<file path="config.mk">
export PLATFORM = sky130hd
export DESIGN_NAME = texture_container_parser_top
export DESIGN_NICKNAME = d
export VERILOG_FILES = /design/src/hw/rtl/tcp_pkg.sv /design/src/hw/rtl/texture_container_parser_top.sv /design/src/hw/rtl/tcp_fifo.sv /design/src/hw/rtl/tcp_front.sv /design/src/hw/rtl/tcp_back.sv
export SDC_FILE = /design/constraint.sdc
export NUM_CORES = 2
export LEC_CHECK = 0
export BUFFER_PORTS_ARGS = -buffer_cell sky130_fd_sc_hd__buf_2
export CAP_MARGIN = 20
export CORE_MARGIN = 1
export CORE_UTILIZATION = 51
export CTS_CLUSTER_SIZE = 40
export DETAILED_ROUTE_END_ITERATION = 8
export GPL_ROUTABILITY_DRIVEN = 0
export GPL_TIMING_DRIVEN = 0
export PLACE_DENSITY_LB_ADDON = 0.08
export SLEW_MARGIN = 15
export SYNTH_ARGS = -nofsm -noshare
export SYNTH_HDL_FRONTEND = slang
export SYNTH_SLANG_ARGS = --single-unit
</file>
<file path="constraint.sdc">
create_clock -name clk -period 28.5 [get_ports clk]
set_clock_uncertainty 0.1 [all_clocks]
set_input_delay 4.275 -clock clk [delete_from_list [all_inputs] [get_ports clk]]
set_output_delay 4.275 -clock clk [all_outputs]
set_load 0.02 [all_outputs]
</file>
<file path="src/hw/rtl/tcp_pkg.sv">
// Texture container parser: shared types and constants.
// Record layout carried from the parse front to the output back end.
// No dependencies.
package tcp_pkg;

  // Result record kinds
  typedef enum logic [1:0] {
    KIND_HEADER   = 2'd0,
    KIND_DURATION = 2'd1,
    KIND_PAYLOAD  = 2'd2,
    KIND_STATUS   = 2'd3
  } kind_t;

  // Status / error codes
  localparam logic [3:0] ST_OK       = 4'd0;
  localparam logic [3:0] ST_LENGTH   = 4'd1;
  localparam logic [3:0] ST_MAGIC    = 4'd2;
  localparam logic [3:0] ST_VERSION  = 4'd3;
  localparam logic [3:0] ST_FORMAT   = 4'd4;
  localparam logic [3:0] ST_DIMS     = 4'd5;
  localparam logic [3:0] ST_FRAMES   = 4'd6;
  localparam logic [3:0] ST_DURATION = 4'd7;
  localparam logic [3:0] ST_PAYSIZE  = 4'd8;

  // Container constants
  localparam logic [31:0] MAGIC_WORD      = 32'h3153_544C;
  localparam logic [15:0] MAX_DIMENSION   = 16'd4096;
  localparam logic [15:0] MAX_FRAMES      = 16'd256;
  localparam logic [5:0]  HEADER_V1_BYTES = 6'd24;
  localparam logic [5:0]  HEADER_V2_BYTES = 6'd36;
  localparam logic [15:0] VERSION_ONE     = 16'd1;
  localparam logic [15:0] CURRENT_VERSION = 16'd2;
  localparam logic [15:0] FMT_ALBEDO      = 16'd1;
  localparam logic [15:0] FMT_NORMALS     = 16'd2;

  // Header byte offsets (little-endian fields)
  localparam int OFF_MAGIC  = 0;
  localparam int OFF_VER    = 4;
  localparam int OFF_HSIZE  = 6;
  localparam int OFF_WIDTH  = 8;
  localparam int OFF_HEIGHT = 10;
  localparam int OFF_FRAMES = 12;
  localparam int OFF_MS     = 14;
  localparam int OFF_FMT    = 16;
  localparam int OFF_RES    = 18;
  localparam int OFF_PAY    = 20;
  localparam int OFF_STIME  = 24;
  localparam int OFF_SSIZE  = 32;

  // One result record as queued between front and back
  typedef struct packed {
    kind_t       kind;
    logic [12:0] width;
    logic [12:0] height;
    logic [8:0]  frames;
    logic        with_normals;
    logic [1:0]  version;
    logic [63:0] source_time;
    logic [31:0] source_size;
    logic [15:0] duration;
    logic [7:0]  texel;
    logic        normal_plane;
    logic [3:0]  status;
  } rec_t;

endpackage

</file>
<file path="src/hw/rtl/texture_container_parser_top.sv">
// Texture container parser top level: one container byte per transfer in,
// header, frame duration, payload and status records out. A byte is taken
// every cycle while the record queue has room and the front is in its run
// state. Input stalls after the byte that completes the header for two
// registered multiply steps for the plane size, then the header check, and
// after the last byte of a file while the status record is queued. Results
// leave through a queue of QUEUE_DEPTH records and an output register.
// Depends on tcp_pkg, tcp_front, tcp_fifo and tcp_back.
module texture_container_parser_top #(
  parameter int QUEUE_DEPTH = 4
) (
  input  logic        clk,
  input  logic        rst_n,
  input  logic        cfg_we,
  input  logic        cfg_wdata,
  input  logic        in_valid,
  output logic        in_ready,
  input  logic [7:0]  in_data_byte,
  input  logic        in_last_byte,
  output logic        out_valid,
  input  logic        out_ready,
  output logic [1:0]  out_kind,
  output logic [12:0] out_width,
  output logic [12:0] out_height,
  output logic [8:0]  out_frames,
  output logic        out_with_normals,
  output logic [1:0]  out_format_version,
  output logic [63:0] out_source_time,
  output logic [31:0] out_source_size,
  output logic [15:0] out_duration_ms,
  output logic [7:0]  out_texel_byte,
  output logic        out_normal_plane,
  output logic [3:0]  out_status
);

  localparam int REC_W = $bits(tcp_pkg::rec_t);

  logic          q_push, q_full, q_pop, q_valid;
  tcp_pkg::rec_t push_rec, pop_rec;
  logic [REC_W-1:0] push_vec, pop_vec;

  assign push_vec = push_rec;
  assign pop_rec  = tcp_pkg::rec_t'(pop_vec);

  // Parse front
  tcp_front u_front (
    .clk          (clk),
    .rst_n        (rst_n),
    .in_valid     (in_valid),
    .in_ready     (in_ready),
    .in_data_byte (in_data_byte),
    .in_last_byte (in_last_byte),
    .q_push       (q_push),
    .q_rec        (push_rec),
    .q_full       (q_full)
  );

  // Record queue
  tcp_fifo #(
    .WIDTH (REC_W),
    .DEPTH (QUEUE_DEPTH)
  ) u_queue (
    .clk       (clk),
    .rst_n     (rst_n),
    .push      (q_push),
    .push_data (push_vec),
    .full      (q_full),
    .pop       (q_pop),
    .pop_data  (pop_vec),
    .valid     (q_valid)
  );

  // Output back end
  tcp_back u_back (
    .clk                (clk),
    .rst_n              (rst_n),
    .cfg_we             (cfg_we),
    .cfg_wdata          (cfg_wdata),
    .q_valid            (q_valid),
    .q_rec              (pop_rec),
    .q_pop              (q_pop),
    .out_valid          (out_valid),
    .out_ready          (out_ready),
    .out_kind           (out_kind),
    .out_width          (out_width),
    .out_height         (out_height),
    .out_frames         (out_frames),
    .out_with_normals   (out_with_normals),
    .out_format_version (out_format_version),
    .out_source_time    (out_source_time),
    .out_source_size    (out_source_size),
    .out_duration_ms    (out_duration_ms),
    .out_texel_byte     (out_texel_byte),
    .out_normal_plane   (out_normal_plane),
    .out_status         (out_status)
  );

endmodule

</file>
<file path="src/hw/rtl/tcp_fifo.sv">
// Texture container parser: small record queue between front and back.
// Show-ahead register FIFO, power-of-two depth. No package dependency.
module tcp_fifo #(
  parameter int WIDTH = 8,
  parameter int DEPTH = 4
) (
  input  logic             clk,
  input  logic             rst_n,
  input  logic             push,
  input  logic [WIDTH-1:0] push_data,
  output logic             full,
  input  logic             pop,
  output logic [WIDTH-1:0] pop_data,
  output logic             valid
);

  localparam int AW = $clog2(DEPTH);

  logic [WIDTH-1:0] mem_r [DEPTH];
  logic [AW:0]      wr_ptr_r, wr_ptr_nxt;
  logic [AW:0]      rd_ptr_r, rd_ptr_nxt;

  // Occupancy flags from wrap-bit pointers
  assign full  = (wr_ptr_r[AW] != rd_ptr_r[AW]) && (wr_ptr_r[AW-1:0] == rd_ptr_r[AW-1:0]);
  assign valid = (wr_ptr_r != rd_ptr_r);
  assign pop_data = mem_r[rd_ptr_r[AW-1:0]];

  assign wr_ptr_nxt = (push && !full) ? wr_ptr_r + 1'b1 : wr_ptr_r;
  assign rd_ptr_nxt = (pop && valid)  ? rd_ptr_r + 1'b1 : rd_ptr_r;

  // Pointers
  always_ff @(posedge clk) begin
    if (!rst_n) begin
      wr_ptr_r <= '0;
      rd_ptr_r <= '0;
    end else begin
      wr_ptr_r <= wr_ptr_nxt;
      rd_ptr_r <= rd_ptr_nxt;
    end
  end

  // Storage
  always_ff @(posedge clk) begin
    if (push && !full) begin
      mem_r[wr_ptr_r[AW-1:0]] <= push_data;
    end
  end

endmodule

</file>
<file path="src/hw/rtl/tcp_front.sv">
// Texture container parser: parse front end.
// Captures the header, runs the header checks and size product, classifies
// table and payload bytes and queues result records. Uses tcp_pkg.
module tcp_front (
  input  logic          clk,
  input  logic          rst_n,
  input  logic          in_valid,
  output logic          in_ready,
  input  logic [7:0]    in_data_byte,
  input  logic          in_last_byte,
  output logic          q_push,
  output tcp_pkg::rec_t q_rec,
  input  logic          q_full
);

  typedef enum logic [4:0] {
    S_RUN  = 5'b00001,
    S_MUL1 = 5'b00010,
    S_MUL2 = 5'b00100,
    S_CHK  = 5'b01000,
    S_STAT = 5'b10000
  } state_t;

  state_t       state_r, state_nxt;
  logic [287:0] hdr_r, hdr_nxt;
  logic [5:0]   hlen_r, hlen_nxt;
  logic [5:0]   hs_r, hs_nxt;
  logic [1:0]   ver_r, ver_nxt;
  logic         head_done_r, head_done_nxt;
  logic [3:0]   err_r, err_nxt;
  logic [32:0]  cnt_r, cnt_nxt;
  logic [9:0]   tbl_cnt_r, tbl_cnt_nxt;
  logic [31:0]  pay_idx_r, pay_idx_nxt;
  logic [7:0]   dlow_r, dlow_nxt;
  logic [8:0]   fc_r, fc_nxt;
  logic [31:0]  plane_r, plane_nxt;
  logic [31:0]  pay_len_r, pay_len_nxt;
  logic         dur_pend_r, dur_pend_nxt;
  logic         last_pend_r, last_pend_nxt;
  logic [25:0]  wh_r, wh_nxt;
  logic [34:0]  alb_r, alb_nxt;

  logic         acc;
  logic [5:0]   hl_inc;
  logic         to_check;

  // Header fields
  logic [31:0] h_magic, h_pay, h_ssize;
  logic [15:0] h_ver, h_hsize, h_w, h_h, h_fc, h_ms, h_fmt, h_res;
  logic [63:0] h_stime;

  assign h_magic = hdr_r[8*tcp_pkg::OFF_MAGIC  +: 32];
  assign h_ver   = hdr_r[8*tcp_pkg::OFF_VER    +: 16];
  assign h_hsize = hdr_r[8*tcp_pkg::OFF_HSIZE  +: 16];
  assign h_w     = hdr_r[8*tcp_pkg::OFF_WIDTH  +: 16];
  assign h_h     = hdr_r[8*tcp_pkg::OFF_HEIGHT +: 16];
  assign h_fc    = hdr_r[8*tcp_pkg::OFF_FRAMES +: 16];
  assign h_ms    = hdr_r[8*tcp_pkg::OFF_MS     +: 16];
  assign h_fmt   = hdr_r[8*tcp_pkg::OFF_FMT    +: 16];
  assign h_res   = hdr_r[8*tcp_pkg::OFF_RES    +: 16];
  assign h_pay   = hdr_r[8*tcp_pkg::OFF_PAY    +: 32];
  assign h_stime = hdr_r[8*tcp_pkg::OFF_STIME  +: 64];
  assign h_ssize = hdr_r[8*tcp_pkg::OFF_SSIZE  +: 32];

  assign in_ready = (state_r == S_RUN) && !q_full;
  assign acc      = in_valid && in_ready;

  // Table length in bytes and expected file length
  logic [9:0]  tbl_bytes;
  logic [32:0] total_len;
  logic [3:0]  stat_code;
  logic [15:0] tbl_word;

  assign tbl_bytes = (ver_r == 2'd1) ? 10'd0 : {fc_r, 1'b0};
  assign total_len = 33'(hs_r) + 33'(tbl_bytes) + 33'(pay_len_r);
  assign tbl_word  = {in_data_byte, dlow_r};

  always_comb begin
    if (err_r != tcp_pkg::ST_OK) begin
      stat_code = err_r;
    end else if (!head_done_r || cnt_r != total_len) begin
      stat_code = tcp_pkg::ST_LENGTH;
    end else if (dur_pend_r) begin
      stat_code = tcp_pkg::ST_DURATION;
    end else begin
      stat_code = tcp_pkg::ST_OK;
    end
  end

  // Full header check, in priority order
  logic        normals;
  logic [36:0] alb4;
  logic [37:0] expected;
  logic [3:0]  chk_err;

  assign normals  = (h_fmt == tcp_pkg::FMT_NORMALS);
  assign alb4     = {alb_r, 2'b00};
  assign expected = normals ? {alb4, 1'b0} : {1'b0, alb4};

  always_comb begin
    if ((!normals && h_fmt != tcp_pkg::FMT_ALBEDO) || h_res != 16'd0) begin
      chk_err = tcp_pkg::ST_FORMAT;
    end else if (h_w == 16'd0 || h_h == 16'd0 ||
                 h_w > tcp_pkg::MAX_DIMENSION || h_h > tcp_pkg::MAX_DIMENSION) begin
      chk_err = tcp_pkg::ST_DIMS;
    end else if (h_fc == 16'd0 || h_fc > tcp_pkg::MAX_FRAMES) begin
      chk_err = tcp_pkg::ST_FRAMES;
    end else if (h_fc > 16'd1 && h_ms == 16'd0) begin
      chk_err = tcp_pkg::ST_DURATION;
    end else if ({6'd0, h_pay} != expected) begin
      chk_err = tcp_pkg::ST_PAYSIZE;
    end else begin
      chk_err = tcp_pkg::ST_OK;
    end
  end

  // Sequencer and parse state
  always_comb begin
    state_nxt     = state_r;
    hdr_nxt       = hdr_r;
    hlen_nxt      = hlen_r;
    hs_nxt        = hs_r;
    ver_nxt       = ver_r;
    head_done_nxt = head_done_r;
    err_nxt       = err_r;
    cnt_nxt       = cnt_r;
    tbl_cnt_nxt   = tbl_cnt_r;
    pay_idx_nxt   = pay_idx_r;
    dlow_nxt      = dlow_r;
    fc_nxt        = fc_r;
    plane_nxt     = plane_r;
    pay_len_nxt   = pay_len_r;
    dur_pend_nxt  = dur_pend_r;
    last_pend_nxt = last_pend_r;
    wh_nxt        = wh_r;
    alb_nxt       = alb_r;
    to_check      = 1'b0;
    hl_inc        = (hlen_r < tcp_pkg::HEADER_V2_BYTES) ? hlen_r + 6'd1 : hlen_r;
    q_push        = 1'b0;

    q_rec.kind         = tcp_pkg::KIND_PAYLOAD;
    q_rec.width        = h_w[12:0];
    q_rec.height       = h_h[12:0];
    q_rec.frames       = h_fc[8:0];
    q_rec.with_normals = normals;
    q_rec.version      = ver_r;
    q_rec.source_time  = (ver_r == 2'd1) ? 64'd0 : h_stime;
    q_rec.source_size  = (ver_r == 2'd1) ? 32'd0 : h_ssize;
    q_rec.duration     = (fc_r > 9'd1) ? tbl_word : 16'd0;
    q_rec.texel        = in_data_byte;
    q_rec.normal_plane = (pay_idx_r >= plane_r);
    q_rec.status       = stat_code;

    case (state_r)
      S_RUN: begin
        if (acc) begin
          cnt_nxt = (&cnt_r) ? cnt_r : cnt_r + 33'd1;
          if (err_r == tcp_pkg::ST_OK) begin
            if (!head_done_r) begin
              // Header capture
              if (hlen_r < tcp_pkg::HEADER_V2_BYTES) begin
                hdr_nxt[{hlen_r, 3'b000} +: 8] = in_data_byte;
              end
              hlen_nxt = hl_inc;
              // Magic and version once the short header is in
              if (hl_inc == tcp_pkg::HEADER_V1_BYTES && hs_r == 6'd0) begin
                if (h_magic != tcp_pkg::MAGIC_WORD) begin
                  err_nxt = tcp_pkg::ST_MAGIC;
                end else if (h_ver == tcp_pkg::VERSION_ONE &&
                             h_hsize == 16'(tcp_pkg::HEADER_V1_BYTES)) begin
                  hs_nxt = tcp_pkg::HEADER_V1_BYTES;
                end else if (h_ver == tcp_pkg::CURRENT_VERSION &&
                             h_hsize == 16'(tcp_pkg::HEADER_V2_BYTES)) begin
                  hs_nxt = tcp_pkg::HEADER_V2_BYTES;
                end else begin
                  err_nxt = tcp_pkg::ST_VERSION;
                end
                ver_nxt = (h_ver == tcp_pkg::VERSION_ONE) ? 2'd1 : 2'd2;
              end
              to_check = (err_nxt == tcp_pkg::ST_OK) && (hs_nxt != 6'd0) &&
                         (hl_inc == hs_nxt);
            end else if (tbl_cnt_r < tbl_bytes) begin
              // Frame duration table
              tbl_cnt_nxt = tbl_cnt_r + 10'd1;
              if (!tbl_cnt_r[0]) begin
                dlow_nxt = in_data_byte;
              end else begin
                if (fc_r > 9'd1 && tbl_word == 16'd0) begin
                  dur_pend_nxt = 1'b1;
                end
                q_rec.kind = tcp_pkg::KIND_DURATION;
                q_push     = 1'b1;
              end
            end else if (pay_idx_r >= pay_len_r) begin
              // Byte beyond the payload
              err_nxt = tcp_pkg::ST_LENGTH;
            end else begin
              pay_idx_nxt = pay_idx_r + 32'd1;
              q_rec.kind  = tcp_pkg::KIND_PAYLOAD;
              q_push      = 1'b1;
            end
          end
          if (to_check) begin
            state_nxt     = S_MUL1;
            last_pend_nxt = in_last_byte;
          end else if (in_last_byte) begin
            state_nxt = S_STAT;
          end
        end
      end
      S_MUL1: begin
        wh_nxt    = h_w[12:0] * h_h[12:0];
        state_nxt = S_MUL2;
      end
      S_MUL2: begin
        alb_nxt   = wh_r * h_fc[8:0];
        state_nxt = S_CHK;
      end
      S_CHK: begin
        q_rec.kind     = tcp_pkg::KIND_HEADER;
        q_rec.duration = (h_fc > 16'd1) ? h_ms : 16'd0;
        if (chk_err != tcp_pkg::ST_OK) begin
          err_nxt   = chk_err;
          state_nxt = last_pend_r ? S_STAT : S_RUN;
        end else if (!q_full) begin
          q_push        = 1'b1;
          head_done_nxt = 1'b1;
          fc_nxt        = h_fc[8:0];
          plane_nxt     = alb4[31:0];
          pay_len_nxt   = h_pay;
          tbl_cnt_nxt   = 10'd0;
          pay_idx_nxt   = 32'd0;
          state_nxt     = last_pend_r ? S_STAT : S_RUN;
        end
      end
      S_STAT: begin
        q_rec.kind = tcp_pkg::KIND_STATUS;
        if (!q_full) begin
          // Final status, then back to a clean parse state
          q_push        = 1'b1;
          hlen_nxt      = 6'd0;
          hs_nxt        = 6'd0;
          ver_nxt       = 2'd0;
          head_done_nxt = 1'b0;
          err_nxt       = tcp_pkg::ST_OK;
          cnt_nxt       = 33'd0;
          tbl_cnt_nxt   = 10'd0;
          pay_idx_nxt   = 32'd0;
          dlow_nxt      = 8'd0;
          fc_nxt        = 9'd0;
          plane_nxt     = 32'd0;
          pay_len_nxt   = 32'd0;
          dur_pend_nxt  = 1'b0;
          last_pend_nxt = 1'b0;
          state_nxt     = S_RUN;
        end
      end
      default: begin
        state_nxt = S_RUN;
      end
    endcase
  end

  // Control registers
  always_ff @(posedge clk) begin
    if (!rst_n) begin
      state_r     <= S_RUN;
      hlen_r      <= '0;
      hs_r        <= '0;
      ver_r       <= '0;
      head_done_r <= 1'b0;
      err_r       <= tcp_pkg::ST_OK;
      cnt_r       <= '0;
      tbl_cnt_r   <= '0;
      pay_idx_r   <= '0;
      dlow_r      <= '0;
      fc_r        <= '0;
      plane_r     <= '0;
      pay_len_r   <= '0;
      dur_pend_r  <= 1'b0;
      last_pend_r <= 1'b0;
    end else begin
      state_r     <= state_nxt;
      hlen_r      <= hlen_nxt;
      hs_r        <= hs_nxt;
      ver_r       <= ver_nxt;
      head_done_r <= head_done_nxt;
      err_r       <= err_nxt;
      cnt_r       <= cnt_nxt;
      tbl_cnt_r   <= tbl_cnt_nxt;
      pay_idx_r   <= pay_idx_nxt;
      dlow_r      <= dlow_nxt;
      fc_r        <= fc_nxt;
      plane_r     <= plane_nxt;
      pay_len_r   <= pay_len_nxt;
      dur_pend_r  <= dur_pend_nxt;
      last_pend_r <= last_pend_nxt;
    end
  end

  // Header bytes and size products
  always_ff @(posedge clk) begin
    hdr_r <= hdr_nxt;
    wh_r  <= wh_nxt;
    alb_r <= alb_nxt;
  end

  // Only the first error is kept until the status goes out
  a_err_sticky: assert property (@(posedge clk) disable iff (!rst_n)
    (err_r != tcp_pkg::ST_OK && state_r != S_STAT) |=> err_r == $past(err_r))
    else $error("error code changed before status");

  // Header is accepted only by the check step
  a_head_from_chk: assert property (@(posedge clk) disable iff (!rst_n)
    $rose(head_done_r) |-> $past(state_r) == S_CHK)
    else $error("header done set outside check");

  // Never push into a full queue
  a_push_room: assert property (@(posedge clk) disable iff (!rst_n)
    q_push |-> !q_full)
    else $error("push while queue full");

  // Payload index stays within the declared payload
  a_pay_bound: assert property (@(posedge clk) disable iff (!rst_n)
    head_done_r |-> pay_idx_r <= pay_len_r)
    else $error("payload index beyond payload length");

endmodule

</file>
<file path="src/hw/rtl/tcp_back.sv">
// Texture container parser: output back end.
// Holds want_normals, drops filtered normal bytes, zero-fills fields not
// owned by the record kind and drives the output register. Uses tcp_pkg.
module tcp_back (
  input  logic          clk,
  input  logic          rst_n,
  input  logic          cfg_we,
  input  logic          cfg_wdata,
  input  logic          q_valid,
  input  tcp_pkg::rec_t q_rec,
  output logic          q_pop,
  output logic          out_valid,
  input  logic          out_ready,
  output logic [1:0]    out_kind,
  output logic [12:0]   out_width,
  output logic [12:0]   out_height,
  output logic [8:0]    out_frames,
  output logic          out_with_normals,
  output logic [1:0]    out_format_version,
  output logic [63:0]   out_source_time,
  output logic [31:0]   out_source_size,
  output logic [15:0]   out_duration_ms,
  output logic [7:0]    out_texel_byte,
  output logic          out_normal_plane,
  output logic [3:0]    out_status
);

  logic          want_r;
  logic          ov_r, ov_nxt;
  logic          drop;
  logic          load;
  logic          is_hdr, is_dur, is_pay, is_stat;
  tcp_pkg::rec_t rec_r, rec_nxt;

  assign is_hdr  = (q_rec.kind == tcp_pkg::KIND_HEADER);
  assign is_dur  = (q_rec.kind == tcp_pkg::KIND_DURATION);
  assign is_pay  = (q_rec.kind == tcp_pkg::KIND_PAYLOAD);
  assign is_stat = (q_rec.kind == tcp_pkg::KIND_STATUS);

  // Pop when the output register is free or being emptied
  assign drop  = is_pay && q_rec.normal_plane && !want_r;
  assign q_pop = q_valid && (!ov_r || out_ready);
  assign load  = q_pop && !drop;
  assign ov_nxt = load ? 1'b1 : (out_ready ? 1'b0 : ov_r);

  // Zero fields that the record kind does not own
  always_comb begin
    rec_nxt              = '0;
    rec_nxt.kind         = q_rec.kind;
    if (is_hdr) begin
      rec_nxt.width        = q_rec.width;
      rec_nxt.height       = q_rec.height;
      rec_nxt.frames       = q_rec.frames;
      rec_nxt.with_normals = q_rec.with_normals;
      rec_nxt.version      = q_rec.version;
      rec_nxt.source_time  = q_rec.source_time;
      rec_nxt.source_size  = q_rec.source_size;
    end
    if (is_hdr || is_dur) begin
      rec_nxt.duration = q_rec.duration;
    end
    if (is_pay) begin
      rec_nxt.texel        = q_rec.texel;
      rec_nxt.normal_plane = q_rec.normal_plane;
    end
    if (is_stat) begin
      rec_nxt.status = q_rec.status;
    end
  end

  // Config register and output valid
  always_ff @(posedge clk) begin
    if (!rst_n) begin
      want_r <= 1'b1;
      ov_r   <= 1'b0;
    end else begin
      if (cfg_we) begin
        want_r <= cfg_wdata;
      end
      ov_r <= ov_nxt;
    end
  end

  // Output payload
  always_ff @(posedge clk) begin
    if (load) begin
      rec_r <= rec_nxt;
    end
  end

  assign out_valid          = ov_r;
  assign out_kind           = rec_r.kind;
  assign out_width          = rec_r.width;
  assign out_height         = rec_r.height;
  assign out_frames         = rec_r.frames;
  assign out_with_normals   = rec_r.with_normals;
  assign out_format_version = rec_r.version;
  assign out_source_time    = rec_r.source_time;
  assign out_source_size    = rec_r.source_size;
  assign out_duration_ms    = rec_r.duration;
  assign out_texel_byte     = rec_r.texel;
  assign out_normal_plane   = rec_r.normal_plane;
  assign out_status         = rec_r.status;

endmodule
</file>
## Word level (Yosys, flattened, before mapping)

Memory sizes are Yosys's and may differ from the RTL's. A register that Yosys moved wholly into a read port is not among the register bits.
Cells that the tools add are included.

| word-level totals | value |
|---|---|
| flip-flop bits (word level) | 704 |
| bits in writable memories | 660 |
| bits of input ports | 15 |
| output and inout port bits | 167 |
| word-level logic and storage cells | 304 |
| memories | 1 |

| cells by class | value |
|---|---|
| add/subtract/negate cells | 9 |
| multiply operators | 2 |
| order comparisons | 9 |
| eq/ne operators | 44 |
| shift-type cells | 2 |
| multiplexer cells | 141 |
| bitwise logic cells | 1 |
| reduce and logical (&&, ||, !) cells | 61 |

Memory list:

| memory | depth | width | read ports | clocked after Yosys merged registers in | wr ports | RTL line | RTL |
|---|---|---|---|---|---|---|---|
| u_queue.mem_r | 4 | 165 | 1 | 1 | 1 | tcp_fifo.sv:19 | `logic [WIDTH-1:0] mem_r [DEPTH];` |

Operators with widths:

| operator | count |
|---|---|
| $mux 32 | 13 |
| $bwmux 288 | 1 |
| $shift 8x11->288 const A | 1 |
| $shiftx 8x11->288 | 1 |
| $pmux 32 s2 | 2 |
| $mux 33 | 3 |
| $mux 6 | 16 |
| $pmux 32 s3 | 1 |
| $mux 4 | 22 |
| $logic_not 16->1 | 5 |
| $mux 10 | 7 |
| $pmux 33 s2 | 1 |
| $ge 32x32->1 | 2 |
| $mux 64 | 1 |
| $mux 16 | 3 |
| $mux 8 | 6 |
| $mux 38 | 1 |
| $ne 32x38->1 | 1 |
| $mul 26x9->35 | 1 |
| $mux 5 | 7 |
| $add 33x1->33 const B | 1 |
| $add 33x32->33 | 1 |
| $ne 33x33->1 | 1 |
| $reduce_and 33->1 | 1 |
| 65 further kinds | 170 |

## Logic depth before layout (Yosys ltp)

| logic depth | value |
|---|---|
| depth after elaboration | 20 |
| depth in mapped cells | 22 |
| depth with buffers taken out | 22 |

## Modules after synthesis

A second synthesis with hierarchy kept.

| second synthesis, totals | value |
|---|---|
| cells, all modules | 5449 |
| area total of the unflattened synthesis | 69748.1 um^2 |

By module, submodules not included:

| module | instances | cells each | area an instance (um^2) | sequential area each (um^2) |
|---|---|---|---|---|
| tcp_front | 1 | 4163 | 39167.6 | 14083.5 |
| tcp_fifo | 1 | 930 | 24377.1 | 19979.2 |
| tcp_back | 1 | 356 | 6203.4 | 4994.8 |

## Worst setup path after synthesis

No wires, ideal clock.

| timing path | value |
|---|---|
| path kind | input port to flip-flop |
| from | in out_ready |
| to | reg u_back.rec_r (netlist bit u_back.out_duration_ms[0]) (enable) |
| data arrival time | 16594 ps |
| required time | 27455 ps |
| setup slack | 10861 ps |
| stages | 3 |
| path buffers | 0 |
| cells stage by stage | nor2b_1 a21oi_1 a21boi_0 |

| between the ends | value |
|---|---|
| word-level cells in the longest chain between the ends | 3 |

Ends and longest elaborated chain:

| item | RTL line | RTL |
|---|---|---|
| start: declaration | texture_container_parser_top.sv:21 | `input logic out_ready,` |
| $logic_or 1x1->1 | tcp_back.sv:42 | `assign q_pop = q_valid && (!ov_r \|\| out_ready);` |
| $logic_and 1x1->1 | tcp_back.sv:42 |  |
| $logic_and 1x1->1 | tcp_back.sv:43 | `assign load = q_pop && !drop;` |
| net u_back.load | tcp_back.sv:31 | `logic load;` |
| end signal: assignment | tcp_back.sv:87 | `rec_r <= rec_nxt;` |
| end: declaration | tcp_back.sv:33 | `tcp_pkg::rec_t rec_r, rec_nxt;` |

The timed path passes the listed nets, and every way through them passes these cells.
A chain may end at the register's enable or synchronous reset.

## Final worst setup path

| timing path | value |
|---|---|
| from | in in_valid |
| to | mem u_queue.mem_r[3][154] in the netlist's numbering (enable) |

| between the ends | value |
|---|---|
| word-level cells in the longest chain between the ends | 6 |

Ends and longest elaborated chain:

| item | RTL line | RTL |
|---|---|---|
| start: declaration | texture_container_parser_top.sv:16 | `input logic in_valid,` |
| $logic_and 1x1->1 | tcp_front.sv:66 | `assign acc = in_valid && in_ready;` |
| $mux 1 | tcp_front.sv:156 | `if (acc) begin` |
| $pmux 1 s3 | tcp_front.sv:154 | `case (state_r)` |
| $logic_and 1x1->1 | tcp_fifo.sv:44 | `if (push && !full) begin` |
| $mux 1 | tcp_fifo.sv:44 |  |
| $mux 1 (not written as such) | tcp_fifo.sv:45 | `mem_r[wr_ptr_r[AW-1:0]] <= push_data;` |
| end: declaration | tcp_fifo.sv:19 |  |

Every way passes these cells.

==> impl_metrics.tcl <==
set metrics [dict create \
    power.density_nw_per_um2 59.2 \
    crit_arrival_ns 8.08 \
    crit_family "buffers and inverters" \
    cts_tree "done" \
    nets 6301 \
    holdWs_ns 0.371 \
    io_buffers 180 \
    cp_max_fo 14 \
    status "finished, final reports clean" \
    rsz0062_at_grt "false" \
    via_count 43800 \
    pin_count 182 \
    crit_path_frequent_cell "buf_6" \
    rows 135 \
    crit_cells 15 \
    drt-pass1-iter-count 7 \
    synth_cell_types 96 \
    antenna_found_initial 8 \
    rr_worst_depth 19 \
    die_area_um2 138000 \
    finalHoldViolations 0 \
    postRouteAntennaNets 0 \
    min_period_over_period_pct 27.0 \
    hp-start "u_front.plane_r[5]" \
    synthCells 5398 \
    synth_edf_count 1174 \
    min_to "u_front.plane_r[5]" \
    worstMarginPinSlew_ns 1.19 \
    final_cell_mix "1,174 x edfxtp_1, 458 x nand2_1, 437 x and2_1, 417 x inv_1, 326 x nor2_1" \
    hold_path_class "register to register" \
    cts_num_sinks 1364 \
    critPathKind "primary input to register" \
    cts.clk_slew.worst_paths_ns 0.06 \
    drc 0 \
    die_y_um 371 \
    grt_max_degree 48 \
    cts-root-buf "clkbuf_16" \
    irDropWorstVdd_v 0.0000505 \
    syn_area_um2 69400 \
    placed_cell_area_um2 73400 \
    reg2reg_to "u_front.alb_r[31]" \
    grt_pass1_vias 43500 \
    min_period_ns 7.69 \
    cap_viol_max_count 0 \
    syn_to_final_growth_pct 12.7 \
    start_util_pct 51.3 \
    syn-num-nets 5931 \
    cts_setup_buffers 0 \
    crit_path_start "in_valid" \
    critPathLaunchType "primary input" \
    critPathRequiredTime_ns 28.89 \
    slowest_delay_ns 0.64 \
    post-dp-hpwl_um 134000 \
    stdcell_area_um2 78200 \
    setup.worst_path.end_class "register" \
    mostFrequentLayoutCell "edfxtp_1" \
    die_w_um 371 \
    regToRegSetupSlack_ns 21.10 \
    relSlewSlack_pct 20.9 \
    setup-violations-final 0 \
    power_w 0.00464 \
    grt_pass1_wl_um 272000 \
    avgSynthCellArea_um2 12.9 \
    yosys_register_bits 1364 \
    async_flop_share_pct 0 \
    wl_per_cell_um 23.8 \
    fmax_mhz 130 \
    p_leak_nw 29.0 \
    ys.flop_type "edfxtp_1" \
    viasPerCell 5.71 \
    cts.path.max_buffers 3 \
    drtIter0Drc 3996 \
    cts_resized 0 \
    critPathSlowestCell "a211oi_4" \
    overflow 0 \
    cp.buffers_inverters 9 \
    cp_cell_sequence "buf_2, nand2_1, nor2_1, nand4b_1, o21ai_0, nor2b_1, a211oi_4, buf_8, buf_8, buf_6, buf_6, buf_16, buf_6, buf_6, buf_8" \
    cts.htree.levels 4 \
    grt.total_usage_pct 26.8 \
    seq_area_frac_synth_pct 56.3 \
    cts_buffers 145 \
    coreArea_um2 135000 \
    drive_gt1_share_pct 11.5 \
    tns_ns 0 \
    routed_wl_um 182000 \
    worstSkewPairLatency_ns 0.80 \
    holdPathStages 2 \
    synth_warnings 0 \
    cts_hold_buf 0 \
    timing.rr.start "u_front.hdr_r[96]" \
    final-max-slew-violation-count 0 \
]
## per-layer routing
metal  vias to the layer above  share of wire [%]  GRT usage [%]
met3                       300                6.6           4.25
met5                         -                  0              0
met2                      1456                 49           44.6
li1                      19800                  -              -
met1                     22200                 42           36.2
met4                         0                2.9           8.40
## sequential cells by signal (all words and copies together), names as in the netlist, 8 cells and up, named ones only
register                cells
u_back.out_duration_ms     16
u_back.out_frames           9
u_back.out_height          13
u_back.out_source_size     32
u_back.out_source_time     64
u_back.out_texel_byte       8
u_back.out_width           13
u_front.alb_r              35
u_front.cnt_r              33
u_front.dlow_r              8
u_front.fc_r                9
u_front.hdr_r             288
u_front.pay_idx_r          32
u_front.pay_len_r          32
u_front.plane_r            30
u_front.tbl_cnt_r          10
u_front.wh_r               26
u_queue.mem_r             660
## synth_stat cells, types with 55 or more instances
master | instances | area (um^2)
a21oi_1 | 167 | 836
and2_1 | 440 | 2750
and3_1 | 59 | 369
clkbuf_1 | 211 | 792
dfxtp_1 | 190 | 3800
edfxtp_1 | 1174 | 35300
fa_1 | 292 | 5850
ha_1 | 226 | 2830
inv_1 | 418 | 1570
mux4_2 | 165 | 3720
nand2_1 | 458 | 1720
nand2b_1 | 55 | 344
nand3_1 | 159 | 796
nor2_1 | 326 | 1220
nor2b_1 | 182 | 1140
nor3_1 | 58 | 290
o21ai_0 | 79 | 395
xnor2_1 | 96 | 841
xor2_1 | 83 | 727
## power breakdown
part / switching [W] / internal, W / leakage [nW]
combinational: 0.000314 / 0.000163 / 13.9
clock: 0.000802 / 0.00110 / 2.36
sequential: 0.0000245 / 0.00223 / 12.7
total: 0.00114 / 0.00350 / 29.0
## worst register-to-register path, delay by kind of cell (launching register included)
kind	cells	cell delay (ns)
AND/OR/NAND/NOR	2	0.31
AO/OA/AOI/OAI	7	2.28
adder cells (fa/ha/maj)	5	2.41
buffers and inverters	5	1.51
flip-flops	1	0.54
## area by class of cell
cell class	instances	area, um^2
Clock inverter	84	946
Fill cell	11000	57100
Clock buffer	180	3880
Multi-Input combinational cell	3342	27700
Antenna cell	2	5.00
Buffer	273	1090
Tap cell	1781	2230
Sequential cell	1364	39100
Inverter	419	1570
Timing Repair Buffer	223	1730
## kinds of logic (layout without fill, tap and decap cells)
family | count (synthesis) | count (layout) | synth area share [%]
simple gates | 1936 | 1936 | 14.5
buf+inv | 692 | 1179 | 3.81
mux | 189 | 189 | 5.70
fa+ha+maj | 518 | 518 | 12.5
xor+xnor | 179 | 179 | 2.26
other cells | 0 | 2 | 0
compound gates | 520 | 520 | 4.96
flops | 1364 | 1364 | 56.3
## worst max path at each step
stage | end | slack [ns]
4_1_cts | u_queue.mem_r[3][155] | 20.85
5_1_grt | u_queue.mem_r[3][155] | 20.62
3_3_place_gp | u_back.out_width[11] | 4.04
6_report | u_queue.mem_r[3][154] | 20.81
2_1_floorplan | u_back.out_duration_ms[0] | 10.86
3_5_place_dp | u_queue.mem_r[3][154] | 20.01
## metrics by stage
| stage | utilization [%] | setup WS [ns] | std cells |
|---|---|---|---|
| 2_1_floorplan | - | 10.86 | 5398 |
| 6_report | 57.8 | 20.81 | 7668 |
| 4_1_cts | 57.8 | 20.85 | 7665 |
| 3_3_place_gp | 53.6 | 4.04 | 7359 |
| 5_1_grt | 57.8 | 20.62 | 7666 |
| 3_5_place_dp | 54.3 | 20.01 | 7401 |
Note: power is estimated with default switching activity, not from simulation.
